### config.mk
export PLATFORM = sky130hd
export DESIGN_NAME = spc_cfg
export DESIGN_NICKNAME = d
export VERILOG_FILES = /design/src/rtl/spc_pkg.sv /design/src/rtl/spc_cfg.sv
export SDC_FILE = /design/constraint.sdc
export NUM_CORES = 2
export LEC_CHECK = 0
export ABC_AREA = 1
export BUFFER_PORTS_ARGS = -buffer_cell sky130_fd_sc_hd__buf_2
export CAP_MARGIN = 20
export CORE_ASPECT_RATIO = 0.8
export CORE_MARGIN = 5
export CORE_UTILIZATION = 50
export DETAILED_ROUTE_END_ITERATION = 10
export PLACE_DENSITY = 0.68
export SLEW_MARGIN = 20
export SYNTH_ARGS = -nofsm -noshare
export SYNTH_HDL_FRONTEND = slang
export SYNTH_SLANG_ARGS = --single-unit
### constraint.sdc
create_clock -name clk -period 10.55 [get_ports clk]
set_clock_uncertainty 0.2 [all_clocks]
set_input_delay 2.11 -clock clk [delete_from_list [all_inputs] [get_ports clk]]
set_output_delay 2.11 -clock clk [all_outputs]
set_load 0.01 [all_outputs]
### src/rtl/spc_pkg.sv
`default_nettype none

package spc_pkg;

	localparam int CANVAS_WIDTH_DEF  = 1024;
	localparam int CANVAS_HEIGHT_DEF = 1024;
	localparam int TRIG_FRAC_DEF     = 15;

	localparam int COORD_W    = 10;
	localparam int POS_W      = 12;
	localparam int SIZE_W     = 10;
	localparam int TILT_W     = 9;
	localparam int COLOR_W    = 24;
	localparam int KIND_W     = 2;
	localparam int CFG_IDX_W  = 3;
	localparam int CFG_DATA_W = 24;
	localparam int OFS_W      = POS_W + 1;
	localparam int SQ_W       = 2 * SIZE_W;
	localparam int RXRY_W     = 2 * SQ_W;
	localparam int ROT_FRAC   = 8;
	localparam int MAG_W      = POS_W + ROT_FRAC + 1;
	localparam int MAG2_W     = 2 * MAG_W;
	localparam int TERM_W     = MAG2_W + SQ_W;
	localparam int SUM_W      = TERM_W + 1;

	localparam logic [KIND_W-1:0] KIND_RECT    = 2'd0;
	localparam logic [KIND_W-1:0] KIND_ELLIPSE = 2'd1;
	localparam logic [KIND_W-1:0] KIND_ROTATED = 2'd2;

	localparam logic [CFG_IDX_W-1:0] REG_SHAPE_KIND = 3'd0;
	localparam logic [CFG_IDX_W-1:0] REG_SHAPE_X    = 3'd1;
	localparam logic [CFG_IDX_W-1:0] REG_SHAPE_Y    = 3'd2;
	localparam logic [CFG_IDX_W-1:0] REG_SIZE_X     = 3'd3;
	localparam logic [CFG_IDX_W-1:0] REG_SIZE_Y     = 3'd4;
	localparam logic [CFG_IDX_W-1:0] REG_TILT_DEG   = 3'd5;
	localparam logic [CFG_IDX_W-1:0] REG_FILL_COLOR = 3'd6;

	// pi in q30
	localparam longint PI_Q30 = 64'sd3373259426;

	typedef struct packed {
		logic [KIND_W-1:0]        kind;
		logic signed [POS_W-1:0]  shape_x;
		logic signed [POS_W-1:0]  shape_y;
		logic [SIZE_W-1:0]        size_x;
		logic [SIZE_W-1:0]        size_y;
		logic [SQ_W-1:0]          rx2;
		logic [SQ_W-1:0]          ry2;
		logic [RXRY_W-1:0]        rxry;
		logic [COLOR_W-1:0]       fill;
	} cfg_t;

endpackage

`default_nettype wire

### src/rtl/spc_cfg.sv
`default_nettype none

module spc_cfg #(
	parameter int TRIG_FRACTION_BITS = spc_pkg::TRIG_FRAC_DEF
) (
	input  wire logic                              clk,
	input  wire logic                              arst_n,
	input  wire logic                              wr_en,
	input  wire logic [spc_pkg::CFG_IDX_W-1:0]     wr_index,
	input  wire logic [spc_pkg::CFG_DATA_W-1:0]    wr_data,
	output spc_pkg::cfg_t                          cfg,
	output logic signed [TRIG_FRACTION_BITS+1:0]   cos_val,
	output logic signed [TRIG_FRACTION_BITS+1:0]   sin_val
);

	localparam int TW  = TRIG_FRACTION_BITS + 2;
	localparam int TMW = TRIG_FRACTION_BITS + 1;

	logic [TMW-1:0] sin_tab [0:90];

	// whole-degree sine, taylor series in q30 folded at elaboration, rounded to q(frac)
	for (genvar g = 0; g <= 90; g++) begin : g_sin
		localparam longint TH   = (longint'(g) * spc_pkg::PI_Q30) / 180;
		localparam longint TH2  = (TH * TH) >>> 30;
		localparam longint T1   = ((TH * TH2) >>> 30) / 6;
		localparam longint T2   = ((T1 * TH2) >>> 30) / 20;
		localparam longint T3   = ((T2 * TH2) >>> 30) / 42;
		localparam longint T4   = ((T3 * TH2) >>> 30) / 72;
		localparam longint T5   = ((T4 * TH2) >>> 30) / 110;
		localparam longint T6   = ((T5 * TH2) >>> 30) / 156;
		localparam longint T7   = ((T6 * TH2) >>> 30) / 210;
		localparam longint T8   = ((T7 * TH2) >>> 30) / 272;
		localparam longint T9   = ((T8 * TH2) >>> 30) / 342;
		localparam longint T10  = ((T9 * TH2) >>> 30) / 420;
		localparam longint T11  = ((T10 * TH2) >>> 30) / 506;
		localparam longint T12  = ((T11 * TH2) >>> 30) / 600;
		localparam longint SUM  = TH - T1 + T2 - T3 + T4 - T5 + T6 - T7 + T8 - T9 + T10 -
			T11 + T12;
		localparam longint SUMC = (SUM < 0) ? longint'(0) : SUM;
		localparam longint RQ   = (SUMC + (longint'(1) <<< (29 - TRIG_FRACTION_BITS))) >>>
			(30 - TRIG_FRACTION_BITS);
		localparam longint ONE_Q = longint'(1) <<< TRIG_FRACTION_BITS;
		assign sin_tab[g] = TMW'((RQ > ONE_Q) ? ONE_Q : RQ);
	end

	logic [spc_pkg::KIND_W-1:0]       kind_q;
	logic signed [spc_pkg::POS_W-1:0] shape_x_q;
	logic signed [spc_pkg::POS_W-1:0] shape_y_q;
	logic [spc_pkg::SIZE_W-1:0]       size_x_q;
	logic [spc_pkg::SIZE_W-1:0]       size_y_q;
	logic [spc_pkg::SQ_W-1:0]         rx2_q;
	logic [spc_pkg::SQ_W-1:0]         ry2_q;
	logic [spc_pkg::RXRY_W-1:0]       rxry_q;
	logic [spc_pkg::COLOR_W-1:0]      fill_q;
	logic signed [TW-1:0]             cos_q;
	logic signed [TW-1:0]             sin_q;

	// fold the written angle into 0..359 and pick the quadrant
	logic [spc_pkg::TILT_W-1:0] deg;
	logic [6:0]                 idx_s;
	logic [6:0]                 idx_c;
	logic                       neg_s;
	logic                       neg_c;
	logic [spc_pkg::SIZE_W-1:0] wr_size;
	logic signed [TW-1:0]       s_new;
	logic signed [TW-1:0]       c_new;

	always_comb begin
		deg = wr_data[spc_pkg::TILT_W-1] ?
			wr_data[spc_pkg::TILT_W-1:0] + spc_pkg::TILT_W'(360) :
			wr_data[spc_pkg::TILT_W-1:0];
		neg_s = 1'b0;
		neg_c = 1'b0;
		if (deg <= spc_pkg::TILT_W'(90)) begin
			idx_s = 7'(deg);
			idx_c = 7'(spc_pkg::TILT_W'(90) - deg);
		end else if (deg <= spc_pkg::TILT_W'(180)) begin
			idx_s = 7'(spc_pkg::TILT_W'(180) - deg);
			idx_c = 7'(deg - spc_pkg::TILT_W'(90));
			neg_c = 1'b1;
		end else if (deg <= spc_pkg::TILT_W'(270)) begin
			idx_s = 7'(deg - spc_pkg::TILT_W'(180));
			idx_c = 7'(spc_pkg::TILT_W'(270) - deg);
			neg_s = 1'b1;
			neg_c = 1'b1;
		end else begin
			idx_s = 7'(spc_pkg::TILT_W'(360) - deg);
			idx_c = 7'(deg - spc_pkg::TILT_W'(270));
			neg_s = 1'b1;
		end
		s_new = $signed({1'b0, sin_tab[idx_s]});
		c_new = $signed({1'b0, sin_tab[idx_c]});
		if (neg_s) begin
			s_new = -s_new;
		end
		if (neg_c) begin
			c_new = -c_new;
		end
		wr_size = wr_data[spc_pkg::SIZE_W-1:0];
	end

	always_ff @(posedge clk or negedge arst_n) begin
		if (!arst_n) begin
			kind_q    <= spc_pkg::KIND_RECT;
			shape_x_q <= '0;
			shape_y_q <= '0;
			size_x_q  <= '0;
			size_y_q  <= '0;
			rx2_q     <= '0;
			ry2_q     <= '0;
			rxry_q    <= '0;
			fill_q    <= '0;
			cos_q     <= TW'(1) <<< TRIG_FRACTION_BITS;
			sin_q     <= '0;
		end else begin
			rxry_q <= spc_pkg::RXRY_W'(rx2_q) * spc_pkg::RXRY_W'(ry2_q);
			if (wr_en) begin
				unique case (wr_index)
					spc_pkg::REG_SHAPE_KIND: kind_q <= wr_data[spc_pkg::KIND_W-1:0];
					spc_pkg::REG_SHAPE_X: shape_x_q <= $signed(wr_data[spc_pkg::POS_W-1:0]);
					spc_pkg::REG_SHAPE_Y: shape_y_q <= $signed(wr_data[spc_pkg::POS_W-1:0]);
					spc_pkg::REG_SIZE_X: begin
						size_x_q <= wr_size;
						rx2_q    <= spc_pkg::SQ_W'(wr_size) * spc_pkg::SQ_W'(wr_size);
					end
					spc_pkg::REG_SIZE_Y: begin
						size_y_q <= wr_size;
						ry2_q    <= spc_pkg::SQ_W'(wr_size) * spc_pkg::SQ_W'(wr_size);
					end
					spc_pkg::REG_TILT_DEG: begin
						cos_q <= c_new;
						sin_q <= s_new;
					end
					spc_pkg::REG_FILL_COLOR: fill_q <= wr_data[spc_pkg::COLOR_W-1:0];
					default: begin
					end
				endcase
			end
		end
	end

	always_comb begin
		cfg.kind    = kind_q;
		cfg.shape_x = shape_x_q;
		cfg.shape_y = shape_y_q;
		cfg.size_x  = size_x_q;
		cfg.size_y  = size_y_q;
		cfg.rx2     = rx2_q;
		cfg.ry2     = ry2_q;
		cfg.rxry    = rxry_q;
		cfg.fill    = fill_q;
	end

	assign cos_val = cos_q;
	assign sin_val = sin_q;

endmodule

`default_nettype wire

Word level (Yosys, flattened, before mapping) --
Memory sizes are Yosys's and may differ from the RTL's. Cells that the tools add are included.
Storage, ports and cells: register bits after elaboration 184, bits in read-only memories 4096, input port bits 30, word-level logic and storage cells 64, memories 2
Memories:
- (no name shown) | words 128, width 16, read ports 1, clocked after memory_dff 0, write ports 0, line spc_cfg.sv:92 | c_new = $signed({1'b0, sin_tab[idx_c]});
- (no name shown) | words 128, width 16, read ports 1, clocked after memory_dff 0, write ports 0, line spc_cfg.sv:91 | s_new = $signed({1'b0, sin_tab[idx_s]});
Cells by class: add/subtract/negate cells 10, multiply operators 2, order comparisons 5, equality and inequality tests 6, multiplexer cells 18, bitwise operators 2, reduce and logical (&&, ||, !) cells 8
Operators with widths (count):
- 16-bit 2-to-1 mux | 4
- 7-bit 2-to-1 mux | 6
- 20-bit by 20-bit multiplier with 40-bit output | 1
- 17-bit 2-to-1 mux | 2
- 16-bit negation with 17-bit output | 2
- 10-bit by 10-bit multiplier with 20-bit output | 1
- 8-bit greater-or-equal comparator (second input constant) | 2
- 7-bit inverter with 8-bit output | 2
- 2-bit AND reduction | 7
- 7-bit subtractor (first input constant) | 2
- 9-bit adder (second input constant) | 1
- 3-bit equality test (second input constant) | 3
- 9-bit by 7-bit <= comparator with 1-bit output (second input constant) | 1
- 9-bit by 8-bit <= comparator with 1-bit output (second input constant) | 1
- 9-bit <= comparator (second input constant) | 1
- 9-bit 2-to-1 mux | 1
- 4-bit by 7-bit subtractor with 7-bit output (first input constant) | 1
- 6-bit by 7-bit subtractor with 7-bit output (first input constant) | 1
- 7-bit by 4-bit subtractor with 7-bit output (second input constant) | 1
- 7-bit by 6-bit subtractor with 7-bit output (second input constant) | 1
- 7-bit subtractor (second input constant) | 1
- 3-bit by 2-bit equality test with 1-bit output (second input constant) | 2
- 1-bit 2-to-1 mux | 5
- 3-bit by 1-bit equality test with 1-bit output (second input constant) | 1
- 3-bit logical NOT | 1

Logic depth before layout (Yosys ltp) --
depth in word-level cells 12, mapped depth 34

Worst setup path after synthesis --
Ideal clock, no wire load.
kind input to register, from input wr_data[0] in the netlist's numbering, to register rx2_q[19] in the netlist's numbering, library setup time 0.134 ns, arrival 6.951 ns, path slack 3.265 ns, cell stages on the path 31, cell sequence buf_1 > clkbuf_1 > nand2_1 > inv_1 > ha_1 > inv_1 > fa_1 > inv_1 > ha_1 > inv_1 > fa_1 > inv_1 > fa_1 > ha_1 > nand2_1 > inv_1 > nand4_1 > nand3_1 > nand3_1 > nand2_1 > a21oi_1 > o21bai_1 > a21boi_0 > o21ai_0 > a21oi_1 > o21ai_0 > nand2_1 > nand2_1 > a21oi_1 > xnor2_1 > o21ai_0
Between the ends: longest elaborated chain between the ends 1
RTL lines:
- start, declared | line spc_cfg.sv:10 | input wire logic [spc_pkg::CFG_DATA_W-1:0] wr_data,
- 10-bit by 10-bit multiplier with 20-bit output | line spc_cfg.sv:124 | rx2_q <= spc_pkg::SQ_W'(wr_size) * spc_pkg::SQ_W'(wr_size);
- end signal, assigned | line spc_cfg.sv:124
- end, declared | line spc_cfg.sv:51 | logic [spc_pkg::SQ_W-1:0] rx2_q;
Every way passes these cells. A chain may end at the register's enable or synchronous reset.

Worst setup path in the final report --
from register rx2_q[7] in the netlist's numbering, to register rxry_q[38] in the netlist's numbering
Between the ends: longest elaborated chain between the ends 1
RTL lines:
- 20-bit by 20-bit multiplier with 40-bit output | line spc_cfg.sv:116 | rxry_q <= spc_pkg::RXRY_W'(rx2_q) * spc_pkg::RXRY_W'(ry2_q);
- end signal, assigned | line spc_cfg.sv:116
- end, declared | line spc_cfg.sv:53 | logic [spc_pkg::RXRY_W-1:0] rxry_q;
Every way passes these cells.

==> out/summary.txt <==
outcome: finished clean
RSZ-0062 raised after global routing: false
worst skew pair latency: 500 ps
critical path class: reg -> reg
total negative slack: 0 ps
startpoint types: flop
Cell Area, Synth: 26800 sq um
First-pass DRT Iterations: 5
register area share after synthesis: 16.72%
Crit path arrival time: 7990 ps
crit path cell chain: nand2_1, fa_1, fa_1, inv_1, ha_1, fa_1, fa_1, fa_1, inv_1, fa_1, inv_1, ha_1, a21oi_1, a21boi_0, o21ai_1, a21oi_1, o21ai_1, a21oi_1, o21ai_1, a21oi_1, o21ai_1, nand2_1, nand2_1, xor2_1
Via density: 5.249
CTS root buffer: clkbuf_16
Critical Path RT: 10730 ps
R2R Setup Slk: 2740 ps
GP Congestion: 0.9864
CP peak stage delay: 1010 ps
Ys Warns: 0
HPWL after DPL: 56110 um
antenna violations before repair: 0
worst setup margin: 2743 ps
Distinct cells, synth: 53
final wirelength: 73840 um
pin count of the biggest net entering global routing: 69
most frequent CP cell: fa_1
min cycle time layout: 7807 ps
Yosys top cell by area: fa_1
CTS tree: done
core area: 52740 sq um
Die H: 217.1 um
width of the die: 268.9 um
Max Freq: 128.1 MHz
hold path cells: 2
proportion of layout cells with a drive suffix above 1: 9.687%
DR WL/cell: 16.78 um
most common cell in the netlist: nand2_1
Clock Path Buffers: 2
Crit. End Element: flop
R2R depth: 24
initial DRC count: 2092
first-pass GRT wire length: 121800 um
CTS Sinks: 179
worst slack at placement: 2807 ps
fin crit share: 74.00%
cts hold-fix bufs: 0
DRC: 0
async set-or-reset flop fraction in the synthesized netlist: 100.0%
Inserted Clock Buffers: 17
Slew HR: 30.51%
Slew Viols, Final: 0
Site Rows: 75
Hold EP: sin_val[15]
Final Net Count: 4304
Fill cells: 5204
post-layout util: 54.66%
predominant post-synthesis flop cell: dfrtp_1
post-CTS sizing: 0
most common library cells after synthesis: nand2_1 (1078), inv_1 (687), fa_1 (343), nand3_1 (257), ha_1 (238)
area grow syn2layout: 7.553%
Min Hold Slack: 276.8 ps
I/O Pins: 214
I/O Buffers: 210
Final Hold Viols: 0
crit-path max FO: 21
Hold/Removal Path Class: reg -> reg
top post-synthesis cells by area: fa_1 (26%), dfrtp_1 (17%), nand2_1 (15%)
vias in the first global route: 22760
min-delay src: sin_val[15]
MaxCap Viol Count: 0
routed via count: 23090
EDFF count, synth: 0
area share of the largest cell type after synthesis: 25.62%
Slew @ Worst Pin: 1042 ps
DIE AREA: 58370 sq um
Overflow after GRT: 0
Total GRT Usage: 25.94%
Mapped Cells: 3585
H-tree levels: 4
r2r endpoint: rxry_q[38]
reg2reg start: rx2_q[7]
synthesized area per cell: 7.476 sq um
FF+latch count, synth: 179
CTS clk-pin slew, worst paths: 90 ps
Initial Util: 50.82%
final setup vio count: 0
crit path max-delay cell type: dfrtp_1
ANT nets after route: 0
number of post-CTS setup repair buffers: 0
sequential cells by signal, summed over array words and instances (netlist names):
signal / count
fill_q: 24
size_x_q: 10
shape_y_q: 12
cos_val: 17
sin_val: 17
ry2_q: 18
size_y_q: 10
rx2_q: 18
shape_x_q: 12
kind_q: 2
rxry_q: 39
routing by layer:
layer | GRT usage [%] | share of wire (%) | vias up
met2 | 37.63 | 42 | 863
met3 | 5.872 | 8.6 | 89
li1 | - | - | 11040
met1 | 39.38 | 47 | 11100
met4 | 6.623 | 2.0 | 0
met5 | 0 | 0 | -
how the worst max path moves through the flow:
stage | start | slack, ps | end
2_1_floorplan | wr_data[0] | 3260 | rx2_q[19]
3_3_place_gp | ry2_q[6] | 2860 | rxry_q[36]
3_5_place_dp | rx2_q[7] | 2810 | rxry_q[38]
4_1_cts | rx2_q[7] | 2780 | rxry_q[38]
5_1_grt | ry2_q[5] | 2170 | rxry_q[38]
6_report | rx2_q[7] | 2740 | rxry_q[38]
cell type report:
class / instances / area (sq um) / share of cell area, %
Multi-Input combinational cell: 2548 / 18910 / 65.60
Sequential cell: 179 / 4481 / 15.54
Inverter: 703 / 2641 / 9.162
Timing Repair Buffer: 244 / 1315 / 4.562
Tap cell: 693 / 867.1 / 3.008
Clock buffer: 17 / 425.4 / 1.476
Clock inverter: 15 / 185.2 / 0.6424
Antenna cell: 1 / 2.502 / 0.008681
placed cells by master, fill, tap and decap left out, types with 7 or more instances in the layout:
master / instances
fa_1: 343
nand3_1: 256
nand2_1: 1077
buf_4: 34
o21ai_0: 164
mux2_2: 14
nand2_4: 7
xor2_1: 62
nor2_1: 111
xnor2_1: 34
nand3b_1: 7
clkbuf_16: 17
o21ai_1: 20
ha_1: 238
inv_2: 11
a21oi_1: 96
inv_1: 687
nand2_2: 24
dfrtp_1: 178
conb_1: 18
buf_2: 209
through the flow:
stage	cell area, sq um	cells
final	28830	4400
after global routing	28830	4399
after CTS	28830	4399
after detailed placement	28210	4367
after global placement	28210	4367
after floorplan	26870	3602
worst max-delay path, delay by kind of cell, from the launching register on:
family	cells	cell delay, ps
xor+xnor	1	150
compound gates	9	2230
fa+ha+maj	8	3610
simple gates	3	330
buf+inv	3	140
flops	1	1010
cell families after synthesis:
family | Yosys count | synth area share, %
multiplexers | 14 | 0.5882
buffers and inverters | 875 | 13.00
AND/OR/NAND/NOR | 1514 | 23.29
other | 1 | 0.01399
adder cells (fa/ha/maj) | 581 | 36.73
flip-flops | 179 | 16.72
AO/OA/AOI/OAI | 325 | 6.531
XOR/XNOR | 96 | 3.137
Power is left out: the tool's default activity adds up to more than one toggle a clock period on the data nets, which glitch-free logic cannot reach.
